$ cat src/rtl/nses_pkg.sv
// shared constants, types and codes for the nearest sorted entry search
`timescale 1ns / 1ps

package nses_pkg;

   localparam int TABLE_DEPTH = 1024;
   localparam int VALUE_BITS  = 48;
   localparam int IDX_BITS    = $clog2(TABLE_DEPTH);
   localparam int N_BITS      = IDX_BITS + 1;
   localparam int LCNT_BITS   = 11;

   localparam logic FUNC_WRITE = 1'b0;
   localparam logic FUNC_QUERY = 1'b1;

   typedef enum logic [2:0] {
      S_IDLE,
      S_TEST,
      S_CMP,
      S_NB_LO,
      S_NB_HI,
      S_RESP
   } state_type;

   typedef enum logic [1:0] {
      RD_MID,
      RD_LOWER,
      RD_UPPER
   } rd_sel_type;

   typedef enum logic [1:0] {
      PICK_NONE,
      PICK_EDGE,
      PICK_NEAR,
      PICK_EMPTY
   } pick_op_type;

   typedef struct packed {
      logic        write;
      logic        load;
      logic        step;
      logic        cap_lower;
      rd_sel_type  rd_sel;
      pick_op_type pick_op;
   } cmd_type;

   typedef struct packed {
      logic n_zero;
      logic search_open;
      logic at_edge;
   } status_type;

endpackage

$ cat src/rtl/nses_ctrl.sv
// controller state machine for the search sequence
`timescale 1ns / 1ps

module nses_ctrl
   import nses_pkg::*;
(
   input  logic       clock,
   input  logic       reset,
   input  logic       start,
   input  logic       req_func,
   input  status_type status,
   output cmd_type    cmd,
   output logic       busy,
   output logic       rsp_valid
);

   state_type state_ff;
   state_type state_in;

   always_ff @(posedge clock) begin
      if (reset) begin
         state_ff <= S_IDLE;
      end else begin
         state_ff <= state_in;
      end
   end

   always_comb begin
      state_in = state_ff;
      unique case (state_ff)
         S_IDLE: begin
            if (start && (req_func == FUNC_QUERY)) begin
               state_in = S_TEST;
            end
         end
         S_TEST: begin
            priority if (status.n_zero) begin
               state_in = S_RESP;
            end else if (status.search_open) begin
               state_in = S_CMP;
            end else if (status.at_edge) begin
               state_in = S_RESP;
            end else begin
               state_in = S_NB_LO;
            end
         end
         S_CMP:   state_in = S_TEST;
         S_NB_LO: state_in = S_NB_HI;
         S_NB_HI: state_in = S_RESP;
         S_RESP:  state_in = S_IDLE;
         default: state_in = S_IDLE;
      endcase
   end

   always_comb begin
      cmd = '{write: 1'b0, load: 1'b0, step: 1'b0, cap_lower: 1'b0,
              rd_sel: RD_MID, pick_op: PICK_NONE};
      busy      = 1'b1;
      rsp_valid = 1'b0;
      unique case (state_ff)
         S_IDLE: begin
            busy = 1'b0;
            if (start) begin
               cmd.write = (req_func == FUNC_WRITE);
               cmd.load  = (req_func == FUNC_QUERY);
            end
         end
         S_TEST: begin
            priority if (status.n_zero) begin
               cmd.pick_op = PICK_EMPTY;
            end else if (status.search_open) begin
               cmd.rd_sel = RD_MID;
            end else if (status.at_edge) begin
               cmd.pick_op = PICK_EDGE;
            end else begin
               cmd.rd_sel = RD_LOWER;
            end
         end
         S_CMP: begin
            cmd.step = 1'b1;
         end
         S_NB_LO: begin
            cmd.cap_lower = 1'b1;
            cmd.rd_sel    = RD_UPPER;
         end
         S_NB_HI: begin
            cmd.pick_op = PICK_NEAR;
         end
         S_RESP: begin
            rsp_valid = 1'b1;
         end
         default: begin
            busy = 1'b1;
         end
      endcase
   end

endmodule

$ cat config.mk
export PLATFORM = sky130hd
export DESIGN_NAME = nses_ctrl
export DESIGN_NICKNAME = d
export VERILOG_FILES = /design/src/rtl/nses_pkg.sv /design/src/rtl/nses_ctrl.sv
export SDC_FILE = /design/constraint.sdc
export NUM_CORES = 1
export LEC_CHECK = 0
export ABC_AREA = 1
export BUFFER_PORTS_ARGS = -buffer_cell sky130_fd_sc_hd__buf_4
export CORE_AREA = 2 2 39 41
export DETAILED_ROUTE_END_ITERATION = 7
export DIE_AREA = 0 0 41 43
export PLACE_DENSITY = 0.43
export SYNTH_ARGS = -nofsm -noshare
export SYNTH_HDL_FRONTEND = slang
export SYNTH_SLANG_ARGS = --single-unit
$ cat constraint.sdc
create_clock -name clock -period 1.2 [get_ports clock]
set_clock_uncertainty 0.1 [all_clocks]
set_input_delay 0.06 -clock clock [delete_from_list [all_inputs] [get_ports clock]]
set_output_delay 0.06 -clock clock [all_outputs]
set_load 0.02 [all_outputs]
==> key figures, run 1 <==
Power and ir drop
  • Net switching power: roughly 0.19 mW
  • Overall power after layout: 0.556 mW
  • Internal power component: 0.363 mW
  • Clock group share of total power: 0.319
  • Power per cell area: 1150 mW/mm2
  • Logic pwr share: 0.436
  • Portion of total power attributed to sequential cells: 0.245
  • Proportion of total power due to net switching: 0.348
  • Leakage Power: 0.242 nW
  • Worst vdd ir: between 0.4 and 0.5 mV

Yosys
  • Number of register bits inferred by synthesis: 3
  • Post-Syn Area: 226 um2
  • Mapped Nets: 46
  • Cell type with the highest aggregate area in the netlist: dfxtp_1
  • Synthesized area divided by synthesized cell count: 5.81 um2
  • Top cell type's share of synthesized area: 0.265
  • Count of warnings emitted by yosys: 0
  • Number of library cell types mapped by synthesis: 14
  • Sequential-to-total area share from yosys stat: 0.265
  • Post-Synthesis Cells: 39
  • Biggest area contributors in the synthesized netlist: dfxtp_1 27%, nand2_1 20%, nor2_1 12%

Worst setup path
  • Number of buffers and inverters on the critical path: 1
  • Arrival time at the worst endpoint: 1090 ps
  • Critical path, cell by cell: nor2_4 -> nand2_2 -> nor3b_2 -> buf_4
  • Critical path endpoint category: output pin
  • CP peak stage delay: 360 ps
  • Cell with the largest stage delay on the worst path: dfxtp_4
  • Startpoint-to-endpoint class of the critical path: register to output pin
  • Biggest fanout along the worst timing path: 7
  • Worst EP required: 1040 ps
  • Type of element launching the critical path: register
  • CP top delay family: flip-flops

Die
  • Initial standard-cell utilization of the core: 0.164
  • Horizontal die dimension: 41 um
  • Height of the die: 43 um
  • Ports: 17
  • Total number of placement rows: 14
  • Core outline area: 0.00138 mm2
  • Die Footprint: between 0.0015 and 0.002 mm2

Detailed routing
  • Initial drt markers: 1
  • Final routed wire length divided by cell count: roughly 8.5 um
  • Total via count after detailed routing: 337
  • Router iterations before antenna repair: 3
  • Number of remaining DRC errors: 0
  • Antenna-violating nets left: 0
  • Final wirelength: 676 um
  • Ratio of routed vias to standard cells: 4.21

Layout
  • Top flop regs: state_ff: 3 flops
  • Final antenna diode count: 0
  • Area Overhead vs Synth: 113%
  • Largest Register: state_ff
  • Fraction of final layout cells with drive strength greater than 1: 0.609
  • Net count of the finished layout: 72
  • Max FFs per register: 3

GRT
  • Pin count of the biggest net entering global routing: 8
  • Overall overflow remaining after global route: 0
  • Global Route met3 Usage: 0.0314
  • Most used routing layer in global routing: met2
  • All-layer global routing usage: 0.0843
  • First-pass GRT wire length: about 960 um
  • Met1 global-route usage: 0.0769
  • Vias in the first global route: 284
  • M2 GR Usage: 0.131
  • Initial antenna violation count: 0

Timing
  • Worst setup slack after layout: -51.1 ps
  • Post-route minimum period: 1250 ps
  • Total count of max-transition violations in the final report: 0
  • Worst-case headroom to the max-slew limit: 0.842
  • Transition at the pin with the smallest max-transition slack: 235 ps
  • Timing-limited maximum frequency: about 0.8 GHz
  • Setup repair after global routing missed its margin: true
  • Final-report hold violation count: 0
  • Final period util: 1.04
  • Setup Viol. Count Final: 2

Place
  • Worst setup timing slack at the placement stage: 118 ps
  • Final GP Congestion: 0.654
  • Number of buffers inserted by port buffering: 16
  • HPWL Detailed: 505 um

Clock network
  • Clock slew at the register clock pins of the worst setup and hold paths: roughly 40 ps
  • Insertion delay to the later sink of the worst-skew pair: 230 ps
  • Number of clock sinks: 3
  • Number of buffers on the longest clock path: 2
  • Depth of the CTS H-tree: 1
  • TritonCTS clock tree: built
  • Cell at the root of the clock tree: clkbuf_4
  • TritonCTS Buffers: 3

Run status
  • Violated checks: setup timing
  • Run status: complete, but fails checks

Flow run
  • Number of max-cap violations: 0

Worst hold path
  • Hold Path Class: input port to register
-- cells by family after synthesis --
kind of cell,share of synthesized area
and+or+nand+nor,0.519
buffers and inverters,0.116
AOI/OAI and AO/OA,0.0994
DFF,0.265
-- worst paths after layout --
path                    start          end  slack (ps)  cells past startpoint
setup / recovery  state_ff[0]       cmd[7]         -50                      4
hold / removal      status[0]  state_ff[1]          20                      4
setup reg to reg  state_ff[1]  state_ff[2]          50                      7
hold reg to reg   state_ff[0]  state_ff[1]         450                      2
-- metrics by stage --
step                utilization  hold slack [ps]  setup TNS (ps)  instances  cell area [um2]
finish                    0.349             20.3           -95.8         80              483
global route              0.349             36.4            -379         80              483
CTS                       0.327             3.64            -172         79              453
detailed placement        0.259              135               0         70              359
global placement          0.259              139               0         70              359
floorplan                     -             29.1               0         39              226
-- final cells by class --
cell class,instances,area (um2)
clock buffer,4,26.3
fill,159,901
inverter,5,23.8
multi-input combinational,30,166
sequential,3,71.3
tap,16,20.0
timing repair buffer,22,175
-- power groups by stage --
stage               clock network [mW]  registers [mW]  logic, mW
global placement                     0           0.128      0.178
finish                           0.178           0.136      0.242
CTS                              0.184           0.132      0.216
detailed placement                   0           0.128      0.176
floorplan                            0           0.125      0.105
global route                     0.195           0.139      0.264
-- cells in the mapped netlist --
library cell  count
nor3_1            2
dfxtp_1           3
a21boi_0          1
a21oi_1           1
nand3b_1          1
buf_4             1
inv_1             5
nor2_1            7
nor3b_2           1
nor2_2            1
o21ai_0           1
o21ai_1           1
nand2_1          12
nand3_1           2
-- layer usage --
layer | share of wire | wire length [um]
met5 | 0 | 0
met4 | 0.0089 | 6
met3 | 0.098 | 66
met2 | 0.50 | 340
met1 | 0.39 | 262
-- worst min-delay path, cell delays in order --
cell and delay, ps:
buf_4 80, nand2_1 40, nand2_1 80, nor3_1 50
-- cell usage in the layout (no fill, tap or decap), drive strengths merged --
| cell type | instances |
|---|---|
| buf | 21 |
| nand2 | 12 |
| nor2 | 8 |
| inv | 5 |
| clkbuf | 4 |
| dfxtp | 3 |
| nor3 | 2 |
| nand3 | 2 |
| o21ai | 2 |
| nor3b | 1 |
| a21boi | 1 |
| nand3b | 1 |
| a21oi | 1 |
| dlygate4sd3 | 1 |
-- what timing repair did --
action,4_1_cts,5_1_grt
resized for setup,12,9
pin swaps,3,2
endpoints found under the hold margin,3,0
setup endpoints to repair,8,8
hold buffers,1,0
setup buffers,4,1
gates cloned,0,0
Power figures use the tool's default switching activity.
==> run 2, diff against run 1 <==
--- a/config.mk
+++ b/config.mk
@@ -5,12 +5,13 @@
 export SDC_FILE = /design/constraint.sdc
 export NUM_CORES = 1
 export LEC_CHECK = 0
-export ABC_AREA = 1
+export ABC_AREA = 0
 export BUFFER_PORTS_ARGS = -buffer_cell sky130_fd_sc_hd__buf_4
 export CORE_AREA = 2 2 39 41
 export DETAILED_ROUTE_END_ITERATION = 7
 export DIE_AREA = 0 0 41 43
 export PLACE_DENSITY = 0.43
+export SETUP_SLACK_MARGIN = 0.15
 export SYNTH_ARGS = -nofsm -noshare
 export SYNTH_HDL_FRONTEND = slang
 export SYNTH_SLANG_ARGS = --single-unit
==> run 2 against run 1 <==
Effect of this change:
- the run still ends with setup timing left
- synthesized cell count fell by 18%
- power up 1.8%
- sequential share of layout area is 2.3 points lower
- worst setup slack worse by 150 ps
- sequential cell count did not move
- highest routed layer unchanged
==> key figures, run 2 <==
Layout
  • Max FFs per register: 3 (unchanged)
  • Fillers: 148 (was 159)
  • Combined flip-flop and latch cell area: 68.8 um2 (was 71.3 um2)
  • Top flop regs: state_ff: 3 flops (unchanged)
  • Most frequent standard cell in the layout excluding fill and tap cells: buf_4 (unchanged)
  • Area occupied by multi-input gates: 226 um2 (was 166 um2)
  • Area Overhead vs Synth: 134% (was 113%)
  • Largest Register: state_ff (unchanged)
  • Fraction of final layout cells with drive strength greater than 1: 0.724 (was 0.609)
  • Final antenna diode count: 0 (unchanged)
  • Layout Cells excl Fill: 74 (was 80)
  • Net count of the finished layout: 66 (was 72)
  • Most frequent cells in the layout: 16 x buf_4, 6 x buf_6, 3 x a21oi_1, 3 x nor2_4, 3 x clkbuf_4 (was 19 x buf_4, 9 x nand2_1, 5 x nor2_1)

Place
  • HPWL Detailed: 515 um (was 505 um)
  • Cell count after placement: 64 (was 70)
  • Final GP Congestion: 0.682 (was 0.654)
  • Number of buffers inserted by port buffering: 16 (unchanged)

Flow run
  • Number of max-cap violations: 0 (unchanged)

Worst setup path
  • Cell depth of the worst flop-to-flop path: 5 (was 7)
  • Biggest fanout along the worst timing path: 5 (was 7)
  • Worst EP required: 1040 ps (about the same)
  • Type of element launching the critical path: register (unchanged)
  • Critical path endpoint category: output pin (unchanged)
  • Startpoint-to-endpoint class of the critical path: register to output pin (unchanged)
  • Arrival time at the worst endpoint: 1240 ps (was 1090 ps)

Timing
  • Setup repair after global routing missed its margin: true (unchanged)
  • Worst-case headroom to the max-slew limit: 0.741 (was 0.842)
  • Transition at the pin with the smallest max-transition slack: 387 ps (was 235 ps)
  • Final period util: 1.16 (was 1.04)
  • Final-report hold violation count: 0 (unchanged)
  • Post-route minimum period: 1400 ps (was 1250 ps)
  • Total count of max-transition violations in the final report: 0 (unchanged)
  • Timing-limited maximum frequency: 0.716 GHz (was 0.799 GHz)
  • Setup Viol. Count Final: 11 (was 2)
  • Worst setup slack after layout: -196 ps (was -51.1 ps)

Clock network
  • Number of clock sinks: 3 (unchanged)
  • Cell at the root of the clock tree: clkbuf_4 (unchanged)
  • TritonCTS clock tree: built (unchanged)
  • Clock slew at the register clock pins of the worst setup and hold paths: 40 ps (about the same)
  • Insertion delay to the later sink of the worst-skew pair: 240 ps (was 230 ps)
  • TritonCTS Buffers: 3 (unchanged)
  • Depth of the CTS H-tree: 1 (unchanged)
  • Number of buffers on the longest clock path: 2 (unchanged)

Die
  • Die Footprint: 0.00176 mm2 (unchanged)
  • Initial standard-cell utilization of the core: 0.171 (was 0.164)
  • Horizontal die dimension: 41 um (unchanged)
  • Ports: 17 (unchanged)
  • Height of the die: 43 um (unchanged)
  • Core outline area: 0.00138 mm2 (unchanged)
  • Total number of placement rows: 14 (unchanged)

Yosys
  • Commonest register cell after synthesis: dfxtp_1 (unchanged)
  • Mapped Nets: 39 (was 46)
  • Number of library cell types mapped by synthesis: 19 (was 14)
  • Cell type with the highest aggregate area in the netlist: dfxtp_1 (unchanged)
  • Number of synthesized flops with an enable pin: 0 (unchanged)
  • Most used standard cells in the synthesized netlist: 5 x a21oi_1, 5 x nor2_1, 3 x dfxtp_1 (was 12 x nand2_1, 7 x nor2_1, 5 x inv_1)
  • Number of register bits inferred by synthesis: 3 (unchanged)
  • Synthesized area divided by synthesized cell count: 7.39 um2 (was 5.81 um2)
  • Count of warnings emitted by yosys: 0 (unchanged)
  • Top cell type's share of synthesized area: 0.254 (was 0.265)
  • Post-Synthesis Cells: 32 (was 39)
  • Share of async-settable or async-resettable flops after synthesis: 0 (unchanged)
  • Biggest area contributors in the synthesized netlist: dfxtp_1 25%, a21oi_1 11%, nor2_1 7.9% (was dfxtp_1 27%, nand2_1 20%, nor2_1 12%)
  • Sequential-to-total area share from yosys stat: 0.254 (was 0.265)
  • Post-Syn Area: 236 um2 (was 226 um2)

Run status
  • Run status: complete, but fails checks (unchanged)
  • Violated checks: setup timing (unchanged)

Detailed routing
  • Final routed wire length divided by cell count: 10.7 um (was 8.45 um)
  • Number of remaining DRC errors: 0 (unchanged)
  • Total via count after detailed routing: 326 (was 337)
  • Initial drt markers: 4 (was 1)
  • Ratio of routed vias to standard cells: 4.41 (was 4.21)
  • Router iterations before antenna repair: 2 (was 3)
  • Final wirelength: 791 um (was 676 um)
  • Antenna-violating nets left: 0 (unchanged)

Power and ir drop
  • Power per cell area: 1020 mW/mm2 (was 1150 mW/mm2)
  • Internal power component: 0.362 mW (was 0.363 mW)
  • Clock group share of total power: 0.326 (was 0.319)
  • Proportion of total power due to net switching: 0.361 (was 0.348)
  • Overall power after layout: 0.566 mW (was 0.556 mW)
  • Logic pwr share: 0.457 (was 0.436)
  • Worst vdd ir: 0.476 mV (was 0.473 mV)
  • Net switching power: 0.204 mW (was 0.193 mW)
  • Portion of total power attributed to sequential cells: 0.216 (was 0.245)
  • Leakage Power: 0.242 nW (about the same)

GRT
  • First-pass GRT wire length: 1280 um (was 959 um)
  • All-layer global routing usage: 0.107 (was 0.0843)
  • Overall overflow remaining after global route: 0 (unchanged)
  • Vias in the first global route: 315 (was 284)
  • Pin count of the biggest net entering global routing: 7 (was 8)
  • Initial antenna violation count: 0 (unchanged)

Worst hold path
  • Hold Path Class: input port to register (unchanged)
  • WHS Path Cells: 3 (was 4)
run 2: cell count changes after synthesis, sizes merged, moves of 2 or more:
cell   change
nand2     -10
nor4       +2
o21ai      -2
nand3      -2
nor2b      +2
a21oi      +4
nor2       -3
inv        -4
run 2: logic make-up (layout without fill, tap and decap cells):
| kind of cell | after synthesis | count (layout) | share of synthesized area |
|---|---|---|---|
| and+or+nand+nor | 20 | 20 | 0.513 |
| AOI/OAI and AO/OA | 6 | 6 | 0.138 |
| DFF | 3 | 3 | 0.254 |
| buffers and inverters | 3 | 29 | 0.0952 |
run 2: per-layer routing:
metal  vias up  track usage  part of all wire  wire length, um
met3         4       0.0314             0.072               57
li1        163            -                 -                -
met4         0       0.0800             0.038               30
met1       142        0.121              0.41              327
met2        17        0.159              0.47              375
met5         -            0                 0                0
run 2: per-stage QoR:
| stage | setup slack [ps] | cell area, um2 | hold slack [ps] | util | TNS [ps] |
|---|---|---|---|---|---|
| final | -196 | 553 | 18.3 | 0.400 | -1160 |
| after global routing | -264 | 553 | 72.4 | 0.400 | -1830 |
| after CTS | -205 | 519 | 49.5 | 0.375 | -1100 |
| after detailed placement | 16.6 | 414 | 144 | 0.299 | 0 |
| after global placement | 41.3 | 414 | 156 | 0.299 | 0 |
| after floorplan | 86.8 | 278 | 21.7 | - | 0 |
run 2: final timing paths:
| check | from | end | slack, ps |
|---|---|---|---|
| worst max-delay path | state_ff[2] | cmd[2] | -200 |
| worst min register to register | state_ff[2] | state_ff[2] | 530 |
| worst min-delay path | start | state_ff[0] | 20 |
| worst max register to register | state_ff[2] | state_ff[1] | -170 |
run 2: power by group through the flow:
stage	logic, mW	clock network, mW	registers [mW]
after floorplan	0.119	0	0.125
after global placement	0.199	0	0.127
after detailed placement	0.197	0	0.127
after CTS	0.233	0.187	0.123
after global routing	0.280	0.200	0.125
final	0.259	0.185	0.123
run 2: timing repair:
action | 4_1_cts | 5_1_grt
endpoints found under the setup margin | 12 | 13
pin swaps | 3 | 4
buffers inserted | 3 | 1
hold endpoints to repair | 3 | 0
hold buffers | 2 | 0
gates resized for setup | 11 | 5
run 2: final cells by class:
cell class,count,area share
Timing Repair Buffer,24,0.376
Inverter,1,0.00679
Tap cell,16,0.0362
Clock buffer,4,0.0475
Sequential cell,3,0.124
Multi-Input combinational cell,26,0.410
run 2: critical path: stages (launching register included):
cell      delay, ps
dfxtp_4         350
and2b_2         260
nand2b_4         90
nor4_4          130
buf_4           170
